`src/i2c_master_byte_writer_core_assert.svh`:
```
// Assertion macros shared by the I2C byte writer modules
`ifndef I2C_MASTER_BYTE_WRITER_CORE_ASSERT_SVH
`define I2C_MASTER_BYTE_WRITER_CORE_ASSERT_SVH

`ifndef SYNTHESIS
`define I2CMBW_ASSERT(lbl, clk, rst, prop) \
   lbl: assert property (@(posedge clk) disable iff (rst) (prop)) \
      else $error("assertion failed");
`define I2CMBW_ASSERT_IMPLY(lbl, clk, rst, ante, cons) \
   lbl: assert property (@(posedge clk) disable iff (rst) (ante) |-> (cons)) \
      else $error("assertion failed");
`define I2CMBW_ASSERT_NEXT(lbl, clk, rst, ante, cons) \
   lbl: assert property (@(posedge clk) disable iff (rst) (ante) |=> (cons)) \
      else $error("assertion failed");
`else
`define I2CMBW_ASSERT(lbl, clk, rst, prop)
`define I2CMBW_ASSERT_IMPLY(lbl, clk, rst, ante, cons)
`define I2CMBW_ASSERT_NEXT(lbl, clk, rst, ante, cons)
`endif

`endif

```
`src/i2cmbw_pkg.sv`:
```
// Types and constants of the I2C byte writer
package i2cmbw_pkg;

   localparam int HalfPeriodBits = 10;
   localparam logic [HalfPeriodBits-1:0] HalfPeriodReset = 10'd5;

   typedef enum logic [1:0] {
      ACT_TICK  = 2'd0,
      ACT_START = 2'd1,
      ACT_STOP  = 2'd2,
      ACT_WRITE = 2'd3
   } action_type;

   typedef enum logic [7:0] {
      PH_IDLE     = 8'b0000_0001,
      PH_START_A  = 8'b0000_0010,
      PH_START_B  = 8'b0000_0100,
      PH_STOP_A   = 8'b0000_1000,
      PH_STOP_B   = 8'b0001_0000,
      PH_STOP_C   = 8'b0010_0000,
      PH_BIT_LOW  = 8'b0100_0000,
      PH_BIT_HIGH = 8'b1000_0000
   } phase_type;

   typedef struct packed {
      logic [1:0] action;
      logic [7:0] data_byte;
      logic       sda_in;
   } req_item_type;

   typedef struct packed {
      logic scl_out;
      logic sda_out;
      logic busy_res;
      logic ack_valid;
      logic ack_seen;
      logic rejected;
   } rsp_item_type;

endpackage

```
`src/i2cmbw_fsm.sv`:
```
// Bus sequencer: advances the I2C phase state by one tick per step
`include "i2c_master_byte_writer_core_assert.svh"

module i2cmbw_fsm #(
   parameter int TickCountBits = 10
) (
   input  logic                                    clock,
   input  logic                                    reset,
   input  logic                                    step_en,
   input  i2cmbw_pkg::req_item_type                item,
   input  logic [i2cmbw_pkg::HalfPeriodBits-1:0]   half_period,
   output i2cmbw_pkg::rsp_item_type                result
);

   localparam int LimW = (TickCountBits > i2cmbw_pkg::HalfPeriodBits) ?
                         TickCountBits : i2cmbw_pkg::HalfPeriodBits;
   localparam logic [LimW-1:0] CountMax = LimW'((64'd1 << TickCountBits) - 64'd1);

   i2cmbw_pkg::phase_type       phase_ff, phase_in;
   logic [TickCountBits-1:0]    tick_ff, tick_in;
   logic [3:0]                  bit_ff, bit_in;
   logic [7:0]                  shift_ff, shift_in;
   logic                        scl_ff, scl_in;
   logic                        sda_ff, sda_in;
   logic [LimW-1:0]             lim_ext;
   logic [TickCountBits-1:0]    limit;
   logic [3:0]                  bit_next;
   logic                        rej, avalid, aseen;

   always_comb begin
      lim_ext = LimW'(half_period);
      if (lim_ext == '0) begin
         lim_ext = LimW'(1);
      end
      if (lim_ext > CountMax) begin
         lim_ext = CountMax;
      end
      limit = lim_ext[TickCountBits-1:0];
   end

   always_comb begin
      phase_in = phase_ff;
      tick_in  = tick_ff;
      bit_in   = bit_ff;
      shift_in = shift_ff;
      scl_in   = scl_ff;
      sda_in   = sda_ff;
      rej      = 1'b0;
      avalid   = 1'b0;
      aseen    = 1'b0;
      bit_next = bit_ff + 4'd1;
      if (phase_ff == i2cmbw_pkg::PH_IDLE) begin
         case (i2cmbw_pkg::action_type'(item.action))
            i2cmbw_pkg::ACT_START: begin
               phase_in = i2cmbw_pkg::PH_START_A;
               tick_in  = TickCountBits'(1);
               scl_in   = 1'b1;
               sda_in   = 1'b0;
            end
            i2cmbw_pkg::ACT_STOP: begin
               phase_in = i2cmbw_pkg::PH_STOP_A;
               tick_in  = TickCountBits'(1);
               scl_in   = 1'b0;
               sda_in   = 1'b0;
            end
            i2cmbw_pkg::ACT_WRITE: begin
               phase_in = i2cmbw_pkg::PH_BIT_LOW;
               tick_in  = TickCountBits'(1);
               shift_in = item.data_byte;
               bit_in   = 4'd0;
               scl_in   = 1'b0;
               sda_in   = item.data_byte[7];
            end
            default: begin
            end
         endcase
      end else begin
         rej = (i2cmbw_pkg::action_type'(item.action) != i2cmbw_pkg::ACT_TICK);
         if (tick_ff < limit) begin
            tick_in = tick_ff + TickCountBits'(1);
         end else begin
            case (phase_ff)
               i2cmbw_pkg::PH_START_A: begin
                  phase_in = i2cmbw_pkg::PH_START_B;
                  tick_in  = TickCountBits'(1);
                  scl_in   = 1'b0;
                  sda_in   = 1'b0;
               end
               i2cmbw_pkg::PH_START_B: begin
                  phase_in = i2cmbw_pkg::PH_IDLE;
                  tick_in  = '0;
                  scl_in   = 1'b0;
                  sda_in   = 1'b0;
               end
               i2cmbw_pkg::PH_STOP_A: begin
                  phase_in = i2cmbw_pkg::PH_STOP_B;
                  tick_in  = TickCountBits'(1);
                  scl_in   = 1'b1;
                  sda_in   = 1'b0;
               end
               i2cmbw_pkg::PH_STOP_B: begin
                  phase_in = i2cmbw_pkg::PH_STOP_C;
                  tick_in  = TickCountBits'(1);
                  scl_in   = 1'b1;
                  sda_in   = 1'b1;
               end
               i2cmbw_pkg::PH_STOP_C: begin
                  phase_in = i2cmbw_pkg::PH_IDLE;
                  tick_in  = '0;
                  scl_in   = 1'b1;
                  sda_in   = 1'b1;
               end
               i2cmbw_pkg::PH_BIT_LOW: begin
                  phase_in = i2cmbw_pkg::PH_BIT_HIGH;
                  tick_in  = TickCountBits'(1);
                  scl_in   = 1'b1;
                  sda_in   = bit_ff[3] | shift_ff[7];
               end
               i2cmbw_pkg::PH_BIT_HIGH: begin
                  if (bit_ff[3]) begin
                     avalid   = 1'b1;
                     aseen    = ~item.sda_in;
                     bit_in   = 4'd0;
                     phase_in = i2cmbw_pkg::PH_IDLE;
                     tick_in  = '0;
                     scl_in   = 1'b0;
                     sda_in   = 1'b1;
                  end else begin
                     shift_in = {shift_ff[6:0], 1'b1};
                     bit_in   = bit_next;
                     phase_in = i2cmbw_pkg::PH_BIT_LOW;
                     tick_in  = TickCountBits'(1);
                     scl_in   = 1'b0;
                     sda_in   = bit_next[3] | shift_ff[6];
                  end
               end
               default: begin
                  phase_in = i2cmbw_pkg::PH_IDLE;
                  tick_in  = '0;
               end
            endcase
         end
      end
   end

   always_ff @(posedge clock) begin
      if (reset) begin
         phase_ff <= i2cmbw_pkg::PH_IDLE;
         tick_ff  <= '0;
         bit_ff   <= 4'd0;
         shift_ff <= 8'hFF;
         scl_ff   <= 1'b1;
         sda_ff   <= 1'b1;
      end else if (step_en) begin
         phase_ff <= phase_in;
         tick_ff  <= tick_in;
         bit_ff   <= bit_in;
         shift_ff <= shift_in;
         scl_ff   <= scl_in;
         sda_ff   <= sda_in;
      end
   end

   assign result.scl_out   = scl_in;
   assign result.sda_out   = sda_in;
   assign result.busy_res  = (phase_in != i2cmbw_pkg::PH_IDLE);
   assign result.ack_valid = avalid;
   assign result.ack_seen  = aseen;
   assign result.rejected  = rej;

   `I2CMBW_ASSERT_IMPLY(a_idle_count_zero, clock, reset,
      phase_ff == i2cmbw_pkg::PH_IDLE, tick_ff == '0)
   `I2CMBW_ASSERT_IMPLY(a_busy_count_nonzero, clock, reset,
      phase_ff != i2cmbw_pkg::PH_IDLE, tick_ff != '0)
   `I2CMBW_ASSERT_IMPLY(a_ack_only_at_end, clock, reset,
      result.ack_seen || result.ack_valid,
      result.ack_valid && phase_ff == i2cmbw_pkg::PH_BIT_HIGH && bit_ff[3])

endmodule

```
`src/i2c_master_byte_writer_core.sv`:
```
// Top level of the tick-driven I2C byte writer
//
//  port group  dir  handshake           carries
//  req_        in   valid / stall       one tick with optional command
//  rsp_        out  valid / stall       bus levels and status after the tick
//  csr_        in   valid / ready       half period in ticks
//
// One tick enters per clock while req_stall is low; its result passes through
// an input register, the sequencer step, then the result register.
// The path holds those two register stages; throughput is one tick
// per clock whenever rsp_stall is low.
// A stalled result holds the result register and then the input register;
// req_stall rises only when both are full.
// Reset idles the bus with both lines released and the half period at 5.
`include "i2c_master_byte_writer_core_assert.svh"

module i2c_master_byte_writer_core #(
   parameter int TickCountBits = 10
) (
   input  logic       clock,
   input  logic       reset,
   input  logic       req_valid,
   output logic       req_stall,
   input  logic [1:0] req_action,
   input  logic [7:0] req_data_byte,
   input  logic       req_sda_in,
   output logic       rsp_valid,
   input  logic       rsp_stall,
   output logic       rsp_scl_out,
   output logic       rsp_sda_out,
   output logic       rsp_busy_res,
   output logic       rsp_ack_valid,
   output logic       rsp_ack_seen,
   output logic       rsp_rejected,
   input  logic       csr_valid,
   output logic       csr_ready,
   input  logic [i2cmbw_pkg::HalfPeriodBits-1:0] csr_half_period_ticks
);

   logic                                    in_valid_ff, in_valid_in;
   i2cmbw_pkg::req_item_type                in_item_ff;
   logic                                    out_valid_ff, out_valid_in;
   i2cmbw_pkg::rsp_item_type                out_item_ff;
   i2cmbw_pkg::rsp_item_type                step_result;
   logic [i2cmbw_pkg::HalfPeriodBits-1:0]   half_ff;
   logic                                    out_free;
   logic                                    step_en;
   logic                                    req_take;

   assign out_free  = ~out_valid_ff | ~rsp_stall;
   assign step_en   = in_valid_ff & out_free;
   assign req_stall = in_valid_ff & ~out_free;
   assign req_take  = req_valid & ~req_stall;
   assign csr_ready = 1'b1;

   assign in_valid_in  = req_take | (in_valid_ff & ~step_en);
   assign out_valid_in = step_en | (out_valid_ff & ~out_free);

   i2cmbw_fsm #(
      .TickCountBits(TickCountBits)
   ) u_fsm (
      .clock      (clock),
      .reset      (reset),
      .step_en    (step_en),
      .item       (in_item_ff),
      .half_period(half_ff),
      .result     (step_result)
   );

   always_ff @(posedge clock) begin
      if (reset) begin
         in_valid_ff  <= 1'b0;
         out_valid_ff <= 1'b0;
         half_ff      <= i2cmbw_pkg::HalfPeriodReset;
      end else begin
         in_valid_ff  <= in_valid_in;
         out_valid_ff <= out_valid_in;
         if (csr_valid && csr_ready) begin
            half_ff <= csr_half_period_ticks;
         end
      end
   end

   always_ff @(posedge clock) begin
      if (req_take) begin
         in_item_ff.action    <= req_action;
         in_item_ff.data_byte <= req_data_byte;
         in_item_ff.sda_in    <= req_sda_in;
      end
      if (step_en) begin
         out_item_ff <= step_result;
      end
   end

   assign rsp_valid     = out_valid_ff;
   assign rsp_scl_out   = out_item_ff.scl_out;
   assign rsp_sda_out   = out_item_ff.sda_out;
   assign rsp_busy_res  = out_item_ff.busy_res;
   assign rsp_ack_valid = out_item_ff.ack_valid;
   assign rsp_ack_seen  = out_item_ff.ack_seen;
   assign rsp_rejected  = out_item_ff.rejected;

   `I2CMBW_ASSERT_IMPLY(a_stall_only_when_full, clock, reset,
      req_stall, in_valid_ff && out_valid_ff && rsp_stall)
   `I2CMBW_ASSERT_NEXT(a_step_fills_output, clock, reset,
      step_en, out_valid_ff)
   `I2CMBW_ASSERT_NEXT(a_held_input_kept, clock, reset,
      in_valid_ff && out_valid_ff && rsp_stall, in_valid_ff && $stable(in_item_ff))

endmodule
```
`config.mk`:
```
export PLATFORM = sky130hd
export DESIGN_NAME = i2c_master_byte_writer_core
export DESIGN_NICKNAME = d
export VERILOG_FILES = /design/src/i2cmbw_pkg.sv /design/src/i2cmbw_fsm.sv /design/src/i2c_master_byte_writer_core.sv
export VERILOG_INCLUDE_DIRS = /design/src /design/src/src
export SDC_FILE = /design/constraint.sdc
export NUM_CORES = 1
export LEC_CHECK = 0
export BUFFER_PORTS_ARGS = -buffer_cell sky130_fd_sc_hd__buf_2
export CAP_MARGIN = 0
export CORE_MARGIN = 8
export CORE_UTILIZATION = 55
export DETAILED_ROUTE_END_ITERATION = 16
export PLACE_DENSITY_LB_ADDON = 0.3
export SLEW_MARGIN = 20
export SYNTH_ARGS = -nofsm -noshare
export SYNTH_HDL_FRONTEND = slang
export SYNTH_SLANG_ARGS = --single-unit
```
`constraint.sdc`:
```
create_clock -name clock -period 3.2 [get_ports clock]
set_input_delay 0.32 -clock clock [delete_from_list [all_inputs] [get_ports clock]]
set_output_delay 0.32 -clock clock [all_outputs]
set_load 0.02 [all_outputs]
```
# After elaboration in Yosys (flattened, before gate mapping)
# Index checks and enable logic that the tools add are counted.
# totals
register_bits,61
in_bits,26
elab_cells,104
# classes
add_sub_neg,2
order_cmp,2
eq_ne,16
n_mux,32
bitwise_logic,18
reduce_logical,16
# op_table
op,count
two-way mux 8 bit,7
two-way mux 10 bit,5
case mux 8 bit (5 select lines),1
case mux 8 bit (3 select lines),1
two-way mux 4 bit,5
case mux 10 bit (2 select lines),1
OR reduction 3 bit,4
OR reduction 4 bit,3
"adder 10 x 1 -> 10 bit, second input constant",1
"greater-than comparator 10 bit, second input constant",1
logical NOT 10 bit,1
less-than comparator 10 bit,1
"equality test 8 x 1 -> 1 bit, second input constant",1
"equality test 8 x 2 -> 1 bit, second input constant",1
"equality test 8 x 3 -> 1 bit, second input constant",1
"equality test 8 x 4 -> 1 bit, second input constant",1
"equality test 8 x 5 -> 1 bit, second input constant",1
"equality test 8 x 6 -> 1 bit, second input constant",1
"equality test 8 x 7 -> 1 bit, second input constant",1
"equality test 8 bit, second input constant",1
"inequality test 8 x 1 -> 1 bit, second input constant",1
NOT 1 bit,8
two-way mux 1 bit,7
two-way mux 7 bit,1
other kinds (14),30

# Longest topological paths before layout
# Gate-level depths: netlist of the first run.
# depth
word_depth,8
mapped_depth,10
ltp_nobuf,8

# Hierarchy
# Synthesis of the first run repeated with hierarchy kept, for this count alone.
# hier_totals
hier_cells,345
hier_area_um2,3186.8
# by_module_without_submodules
module,instances,cells_each,area_each_um2
i2cmbw_fsm,1,284,2228.4
i2c_master_byte_writer_core,1,61,958.4

# Least setup slack after synthesis of the first run
# Ideal clock, no wire load.
# synth_path
path_type,reg-to-reg
start,reg half_ff[7] (netlist name)
end,reg u_fsm.phase_ff[0]
setup_time_ns,0.122
arrival_time_ns,2.298
path_slack_ns,0.780
path_stages_with_launch,10
synth_period_minus_slack_ns,2.420
path_cell_list,dfxtp_1 > inv_1 > ha_1 > a21o_1 > a21o_1 > a2111oi_4 > and2_1 > buf_2 > nor3_1 > a221o_1
# synth_via
elab_chain_cells,7
# synth_rtl
item,line_no,rtl
from (decl),i2c_master_byte_writer_core.sv:45,logic [i2cmbw_pkg::HalfPeriodBits-1:0] half_ff;
from (signal assigned),i2c_master_byte_writer_core.sv:74,half_ff <= i2cmbw_pkg::HalfPeriodReset;
from (signal assigned),i2c_master_byte_writer_core.sv:79,half_ff <= csr_half_period_ticks;
logical NOT 10 bit,i2cmbw_fsm.sv:32,if (lim_ext == '0) begin
two-way mux 10 bit (*),i2cmbw_fsm.sv:32,
greater-than comparator 10 bit,i2cmbw_fsm.sv:35,if (lim_ext > CountMax) begin
two-way mux 10 bit (*),i2cmbw_fsm.sv:35,
less-than comparator 10 bit (*),i2cmbw_fsm.sv:79,if (tick_ff < limit) begin
two-way mux 8 bit (*),i2cmbw_fsm.sv:79,
two-way mux 8 bit (*),i2cmbw_fsm.sv:52,if (phase_ff == i2cmbw_pkg::PH_IDLE) begin
to (signal assigned),i2cmbw_fsm.sv:148,phase_ff <= i2cmbw_pkg::PH_IDLE;
to (signal assigned),i2cmbw_fsm.sv:155,phase_ff <= phase_in;
to (decl),i2cmbw_fsm.sv:19,"i2cmbw_pkg::phase_type phase_ff, phase_in;"
# Every way passes the cells marked *; elsewhere a longest branch is shown, timed or not.
# A chain may end at the register's enable or synchronous reset.

# Worst setup path after layout of the first run
# layout_path
start,reg half_ff[7] (netlist name)
end,reg u_fsm.tick_ff[4]
# layout_via
elab_chain_cells,7
# layout_rtl
item,line_no,rtl
logical NOT 10 bit,i2cmbw_fsm.sv:32,
two-way mux 10 bit (*),i2cmbw_fsm.sv:32,
greater-than comparator 10 bit,i2cmbw_fsm.sv:35,
two-way mux 10 bit (*),i2cmbw_fsm.sv:35,
less-than comparator 10 bit (*),i2cmbw_fsm.sv:79,
two-way mux 10 bit (*),i2cmbw_fsm.sv:79,
two-way mux 10 bit (*),i2cmbw_fsm.sv:52,
to (signal assigned),i2cmbw_fsm.sv:156,tick_ff <= tick_in;
to (decl),i2cmbw_fsm.sv:20,"logic [TickCountBits-1:0] tick_ff, tick_in;"
# Marks and branches as above.

==> results of run 1 <==
[layer usage]
layer,part of all wire (%),routed length (um),GRT usage (%)
met5,0,0,0
met4,1.3,87,7.25
met2,45,3070,24.7
met3,5.4,368,3.16
met1,48,3260,21.7
[cells by family after synthesis]
family	synth area share, %
buf+inv	5.30
mux	5.30
simple gates	23.3
compound gates	15.5
xor+xnor	2.46
fa+ha+maj	4.68
flops	43.3
other cells	0.117
[power by group]
part           internal [mW]  switching (mW)
sequential             0.826          0.0230
combinational         0.0726           0.127
clock                  0.273           0.273
[cells in the mapped netlist (2+ instances only)]
| cell | instances |
|---|---|
| edfxtp_1 | 17 |
| a41oi_1 | 2 |
| or3_1 | 2 |
| nor3_1 | 11 |
| nor2b_1 | 4 |
| a22o_1 | 3 |
| a21boi_0 | 2 |
| xor2_1 | 3 |
| and2_1 | 3 |
| and3_1 | 7 |
| buf_1 | 2 |
| ha_1 | 12 |
| clkbuf_1 | 6 |
| nor4_1 | 7 |
| nor2_1 | 53 |
| nand4_1 | 5 |
| buf_6 | 2 |
| a21oi_1 | 16 |
| nand3_1 | 11 |
| a21o_1 | 4 |
| nand2b_1 | 6 |
| mux2i_1 | 17 |
| dfxtp_1 | 44 |
| or4_1 | 3 |
| buf_4 | 3 |
| xnor2_1 | 6 |
| o21ai_0 | 10 |
| nand2_1 | 28 |
| o211ai_1 | 4 |
| a22oi_1 | 2 |
| a31oi_1 | 5 |
| buf_2 | 5 |
| inv_1 | 15 |
[per-stage QoR]
step / hold slack (ns) / util, % / setup slack, ns / std cells
global placement: 0.452 / 58.3 / 0.649 / 440
finish: 0.155 / 60.9 / 0.530 / 455
detailed placement: 0.464 / 58.3 / 0.533 / 440
floorplan: 0.419 / - / 0.780 / 349
CTS: 0.142 / 60.9 / 0.534 / 455
global route: 0.150 / 60.9 / 0.365 / 455
[registers in the layout, summed over array words and instances (netlist names), named ones only]
signal,cells
u_fsm.phase_ff,8
rsp_busy_res,1
rsp_rejected,1
rsp_scl_out,1
rsp_ack_valid,1
in_valid_ff,1
in_item_ff,11
u_fsm.scl_ff,1
u_fsm.tick_ff,10
u_fsm.sda_ff,1
u_fsm.bit_ff,4
rsp_ack_seen,1
u_fsm.shift_ff,8
rsp_sda_out,1
half_ff,10
[final timing paths]
check / from / end / slack [ns]
max: half_ff[7]$_SDFFE_PP0P_ / u_fsm.tick_ff[4]$_SDFFE_PP0P_ / 0.53
min: req_sda_in / in_item_ff[0]$_DFFE_PP_ / 0.15
max reg2reg: half_ff[7]$_SDFFE_PP0P_ / u_fsm.tick_ff[4]$_SDFFE_PP0P_ / 0.53
min reg2reg: u_fsm.shift_ff[4]$_SDFFE_PP1P_ / u_fsm.shift_ff[4]$_SDFFE_PP1P_ / 0.48
[worst max-delay path, stage by stage (launching register included)]
cell and delay [ns]:
dfxtp_1 0.35, inv_1 0.05, ha_1 0.29, a21o_1 0.19, a21o_1 0.20, a2111oi_4 0.65
nand2_4 0.15, or4b_1 0.53, a31oi_1 0.18
[area by class of cell]
type / instances / share of cell area [%]
Tap cell: 75 / 2.67
Clock buffer: 12 / 3.84
Clock inverter: 3 / 0.426
Inverter: 15 / 1.60
Multi-Input combinational cell: 254 / 46.8
Sequential cell: 61 / 39.5
Timing Repair Buffer: 35 / 5.12
==> results.ini, run 1 <==
[sta]
maxSlewViolCount = 0
setup_viol = 0
max_slew_margin_pct = 36.1
clock_skew_ns = 0.0111
timing_hold_violations_final = 0
rsz0062_at_grt = false
fin_crit_ns = 2.67
fin_crit_sh_pct = 83.4
fin_tns_setup_ns = 0
max_clock_freq_mhz = 375
worstMarginPinSlew_ns = 0.956

[synthesis]
yosysUniqueCellTypes = 62
ys.flop_type = dfxtp_1
syn-num-nets = 387
ys_seq_area_share_pct = 43.3
synth-edff-count = 17
synth_top_area_share_pct = 27.4
syn_area_sq_mm = 0.00321
yosysTopAreaCell = dfxtp_1
synth_seq_cells = 61
synth.avg_cell_area_sq_um = 9.20
yosysWarnings = 0
synthTopCellsByArea = dfxtp_1 27%, edfxtp_1 16%, nor2_1 6.2%, mux2i_1 5.3%, ha_1 4.7%
synthArstFlopShare_pct = 0
synth_cells = 349

[clock_network]
post_cts_buffers = 0
cts-root-buf = clkbuf_8
cts.clk_slew.worst_paths_ns = 0.07
postCtsHoldBufs = 0
clk_latency_ns = 0.34
cts_made_buffers = 9
cts-resized-gates = 0
cts_tree = yes
clk_path_buf_depth = 2
cts_htree_levels = 3
cts_sinks = 61

[worst_setup_path]
required_ns = 3.45
arrival_ns = 2.92
critPathLaunchType = flop
reg2regPathDepth = 8
endpoint_kind = flop
path_class = reg -> reg
crit_fanout = 8

[detailed_routing]
routed_via_density = 5.80
drc = 0
ant_nets = 0
vias = 2639
drt_pass1_iterations = 5
drt_wl_total_um = 6790
wl_per_cell_um = 14.9
drtIter0Drc = 200

[status]
status = finished clean

[die]
dieArea_sq_mm = 0.00854
rows = 28
initial_core_util_pct = 55.5
core_area_sq_mm = 0.00578
fp.dieW_um = 92.4
pin_count = 35
die_h_um = 92.4

[layout]
most-common-layout-cells = 53 x nor2_1, 44 x dfxtp_1, 33 x buf_2
final_area_sq_mm = 0.00352
fill_cells = 510
antennaDiodeCount = 0
area_growth_pct = 9.66
fin_nets = 414
final_common_cell = nor2_1
multi_input_area_sq_mm = 0.00165
seq_area_sq_mm = 0.00139
layout-drive-gt1-share_pct = 15.3

[placed_design]
gp_congestion = 0.848
portBuffers = 33
place_area_sq_mm = 0.00337
dpl.hpwl_um = 4820

[grt]
grt_max_degree = 28
antenna_found_initial = 0
grt_pass1_vias = 2486
grt_remaining_overflow = 0
grtUsageTotal_pct = 16.2
grt_pass1_wl_um = 11400

[power_and_ir_drop]
p_leak_nw = 1.37
ir_worst_vdd_uv = 339
p_total_mw = 1.59
power.density_mw_per_mm2 = 453

[hold_path]
min_delay_path_depth = 1
min_path_type = in -> reg

[flow_run]
drv_cap = 0

Power figures use the tool's default switching activity.
==> run 2, diff against run 1 <==
--- a/config.mk
+++ b/config.mk
@@ -9,7 +9,7 @@
 export BUFFER_PORTS_ARGS = -buffer_cell sky130_fd_sc_hd__buf_2
 export CAP_MARGIN = 0
 export CORE_MARGIN = 8
-export CORE_UTILIZATION = 55
+export CORE_UTILIZATION = 53
 export DETAILED_ROUTE_END_ITERATION = 16
 export PLACE_DENSITY_LB_ADDON = 0.3
 export SLEW_MARGIN = 20
==> constraint.sdc (replaced) <==
create_clock -name clock -period 2.3 [get_ports clock]
set_input_delay 0.23 -clock clock [delete_from_list [all_inputs] [get_ports clock]]
set_output_delay 0.23 -clock clock [all_outputs]
set_load 0.02 [all_outputs]
==> run 2 against run 1 <==
Compared with the run above: the run now ends with setup timing left; flip-flop and latch count unchanged; final cell count rose by 8.6%; via count increased by 8.6%; critical path depth rose by 2; largest power group unchanged; highest routed layer unchanged.
==> results.ini, run 2 (synthesized netlist as in run 1, its figures left out) <==
[die]
initial_core_util_pct = 54.5  ; -0.99 points
fp.dieW_um = 93.8  ; +1.5%
dieArea_sq_mm = 0.00880  ; +3.1%
die_h_um = 93.8  ; +1.5%
pin_count = 35  ; unchanged
rows = 28  ; unchanged
core_area_sq_mm = 0.00589  ; +1.8%

[placed_design]
portBuffers = 33  ; unchanged
dpl.hpwl_um = 5590  ; +16%
gp_congestion = 0.881  ; +3.9%
place_area_sq_mm = 0.00366  ; +8.5%
placedCellCount = 474  ; +7.7%

[grt]
antenna_found_initial = 0  ; unchanged
grt_remaining_overflow = 0  ; unchanged
grt_pass1_wl_um = 13000  ; +14%
grtUsageTotal_pct = 18.7  ; +2.5 points
grt_pass1_vias = 2817  ; +13%
grt_max_degree = 17  ; -39%

[power_and_ir_drop]
p_clk_share_pct = 38.8  ; +4.5 points
switching_share_pct = 28.0  ; +1.5 points
p_leak_nw = 1.60  ; +17%
p_comb_share_pct = 13.9  ; +1.4 points
ir_worst_vdd_uv = 490  ; +44%
p_seq_share_pct = 47.3  ; -5.9 points
power.density_mw_per_mm2 = 626  ; +38%
p_int_mw = 1.79  ; +53%
p_switching_mw = 0.698  ; +65%

[sta]
fin_crit_sh_pct = 102  ; +19 points
max_clock_freq_mhz = 425  ; +14%
rsz0062_at_grt = true
fin_crit_ns = 2.35  ; -0.319 ns
timing_hold_violations_final = 0  ; unchanged
fin_tns_setup_ns = -0.0666  ; -0.0666 ns
fin_ws_ns = -0.0507  ; -0.581 ns
hold_ws_ns = 0.0500  ; -0.105 ns
clock_skew_ns = 0.0125  ; +0.00138 ns
maxSlewViolCount = 0  ; unchanged
setup_viol = 2  ; +2

[layout]
fin_cells = 494  ; +8.6%
finish.utilization_pct = 67.6  ; +6.7 points
largest_register = in_item_ff
final_area_sq_mm = 0.00398  ; +13%
antennaDiodeCount = 0  ; unchanged
layout-drive-gt1-share_pct = 28.4  ; +13 points
final_common_cell = nor2_1
most-common-layout-cells = 53 x nor2_1, 39 x buf_4, 38 x dfxtp_1
fill_cells = 448  ; -12%
area_growth_pct = 23.9
reg_top3 = in_item_ff x11, half_ff x10, u_fsm.tick_ff x10
largest_reg_flops = 11  ; unchanged
fin_nets = 452  ; +9.2%

[detailed_routing]
routed_via_density = 5.80  ; about the same
drc = 0  ; unchanged
drt_pass1_iterations = 7  ; +2
ant_nets = 0  ; unchanged
wl_per_cell_um = 16.2  ; +8.9%
drtIter0Drc = 237  ; +19%
vias = 2865  ; +8.6%
drt_wl_total_um = 8030  ; +18%

[clock_network]
clk_latency_ns = 0.35  ; about the same
cts.clk_slew.worst_paths_ns = 0.07  ; about the same
postCtsHoldBufs = 0  ; unchanged
cts-root-buf = clkbuf_8
cts_sinks = 61  ; unchanged
cts_htree_levels = 3  ; unchanged
cts_made_buffers = 9  ; unchanged
cts_tree = yes
clk_path_buf_depth = 2  ; unchanged

[worst_setup_path]
path_class = reg -> reg
worstReg2RegEnd = u_fsm.bit_ff[1]$_SDFFE_PP0P_
reg2regPathDepth = 10  ; +2
crit_fanout = 5  ; -3
rrSetupSlack_ns = -0.05  ; -0.58 ns
arrival_ns = 2.58  ; -0.34 ns
timing.rr.start = u_fsm.tick_ff[9]$_SDFFE_PP0P_
critPathLaunchType = flop
endpoint_kind = flop
required_ns = 2.53  ; -0.92 ns

[flow_run]
drv_cap = 0  ; unchanged

[hold_path]
min_path_type = in -> reg
min_delay_path_depth = 1  ; unchanged
min_from = req_data_byte[5]
worstHoldEndpoint = in_item_ff[6]$_DFFE_PP_

[status]
violations = setup timing
status = finished with violations

run 2: worst max path at each step:
| stage | end | slack [ns] | cells past startpoint | startpoint |
|---|---|---|---|---|
| floorplan | rsp_busy_res$_DFFE_PP_ | -0.008 | 9 | half_ff[7]$_SDFFE_PP0P_ |
| global placement | u_fsm.bit_ff[2]$_SDFFE_PP0P_ | 0.02 | 9 | half_ff[7]$_SDFFE_PP0P_ |
| detailed placement | u_fsm.bit_ff[2]$_SDFFE_PP0P_ | -0.04 | 9 | half_ff[9]$_SDFFE_PP0P_ |
| CTS | u_fsm.tick_ff[4]$_SDFFE_PP0P_ | 0.007 | 9 | half_ff[7]$_SDFFE_PP0P_ |
| global route | u_fsm.tick_ff[4]$_SDFFE_PP0P_ | -0.17 | 9 | half_ff[1]$_SDFFE_PP0P_ |
| finish | u_fsm.bit_ff[1]$_SDFFE_PP0P_ | -0.05 | 10 | u_fsm.tick_ff[9]$_SDFFE_PP0P_ |
run 2: cell type report:
cell class | instances | area [sq um] | share of cell area [%]
sequential | 61 | 1400 | 35.2
clock inverter | 7 | 75.1 | 1.89
tap | 75 | 93.8 | 2.36
inverter | 15 | 56.3 | 1.42
timing repair buffer | 73 | 478 | 12.0
multi-input combinational | 254 | 1750 | 44.0
clock buffer | 9 | 124 | 3.12
run 2: worst max-delay path, stage by stage, from the launching register on:
cell and delay [ns]:
dfxtp_1 0.37, ha_4 0.29, nand4_1 0.15, nor3_2 0.25
a2111oi_4 0.07, buf_4 0.17, buf_4 0.14, buf_4 0.14
a311oi_4 0.36, mux2i_1 0.24, nor2_1 0.05
run 2: stage by stage:
| stage | setup slack (ns) | power, mW |
|---|---|---|
| 2_1_floorplan | -0.00843 | 1.41 |
| 3_3_place_gp | 0.0208 | 1.52 |
| 3_5_place_dp | -0.0425 | 1.52 |
| 4_1_cts | 0.00691 | 2.47 |
| 5_1_grt | -0.175 | 2.58 |
| 6_report | -0.0507 | 2.49 |
run 2: layer usage:
layer,track usage (%),routed length (um),vias up
met4,8.45,150,0
met3,4.64,664,17
met2,30.3,3760,125
li1,-,-,1380
met5,0,0,-
met1,22.8,3450,1343
run 2: power groups by stage:
stage | Clock, mW | Sequential, mW | Combinational (mW)
6_report | 0.966 | 1.18 | 0.345
5_1_grt | 1.02 | 1.18 | 0.376
4_1_cts | 0.970 | 1.18 | 0.328
3_5_place_dp | 0 | 1.20 | 0.324
3_3_place_gp | 0 | 1.20 | 0.317
2_1_floorplan | 0 | 1.20 | 0.213
run 2: timing repair:
| action | 4_1_cts | 5_1_grt |
|---|---|---|
| pin swaps | 6 | 3 |
| gates resized for setup | 4 | 15 |
| setup endpoints to repair | 3 | 25 |
| gates cloned | 0 | 0 |
| endpoints found under the hold margin | 0 | 0 |
| buffers inserted | 2 | 2 |
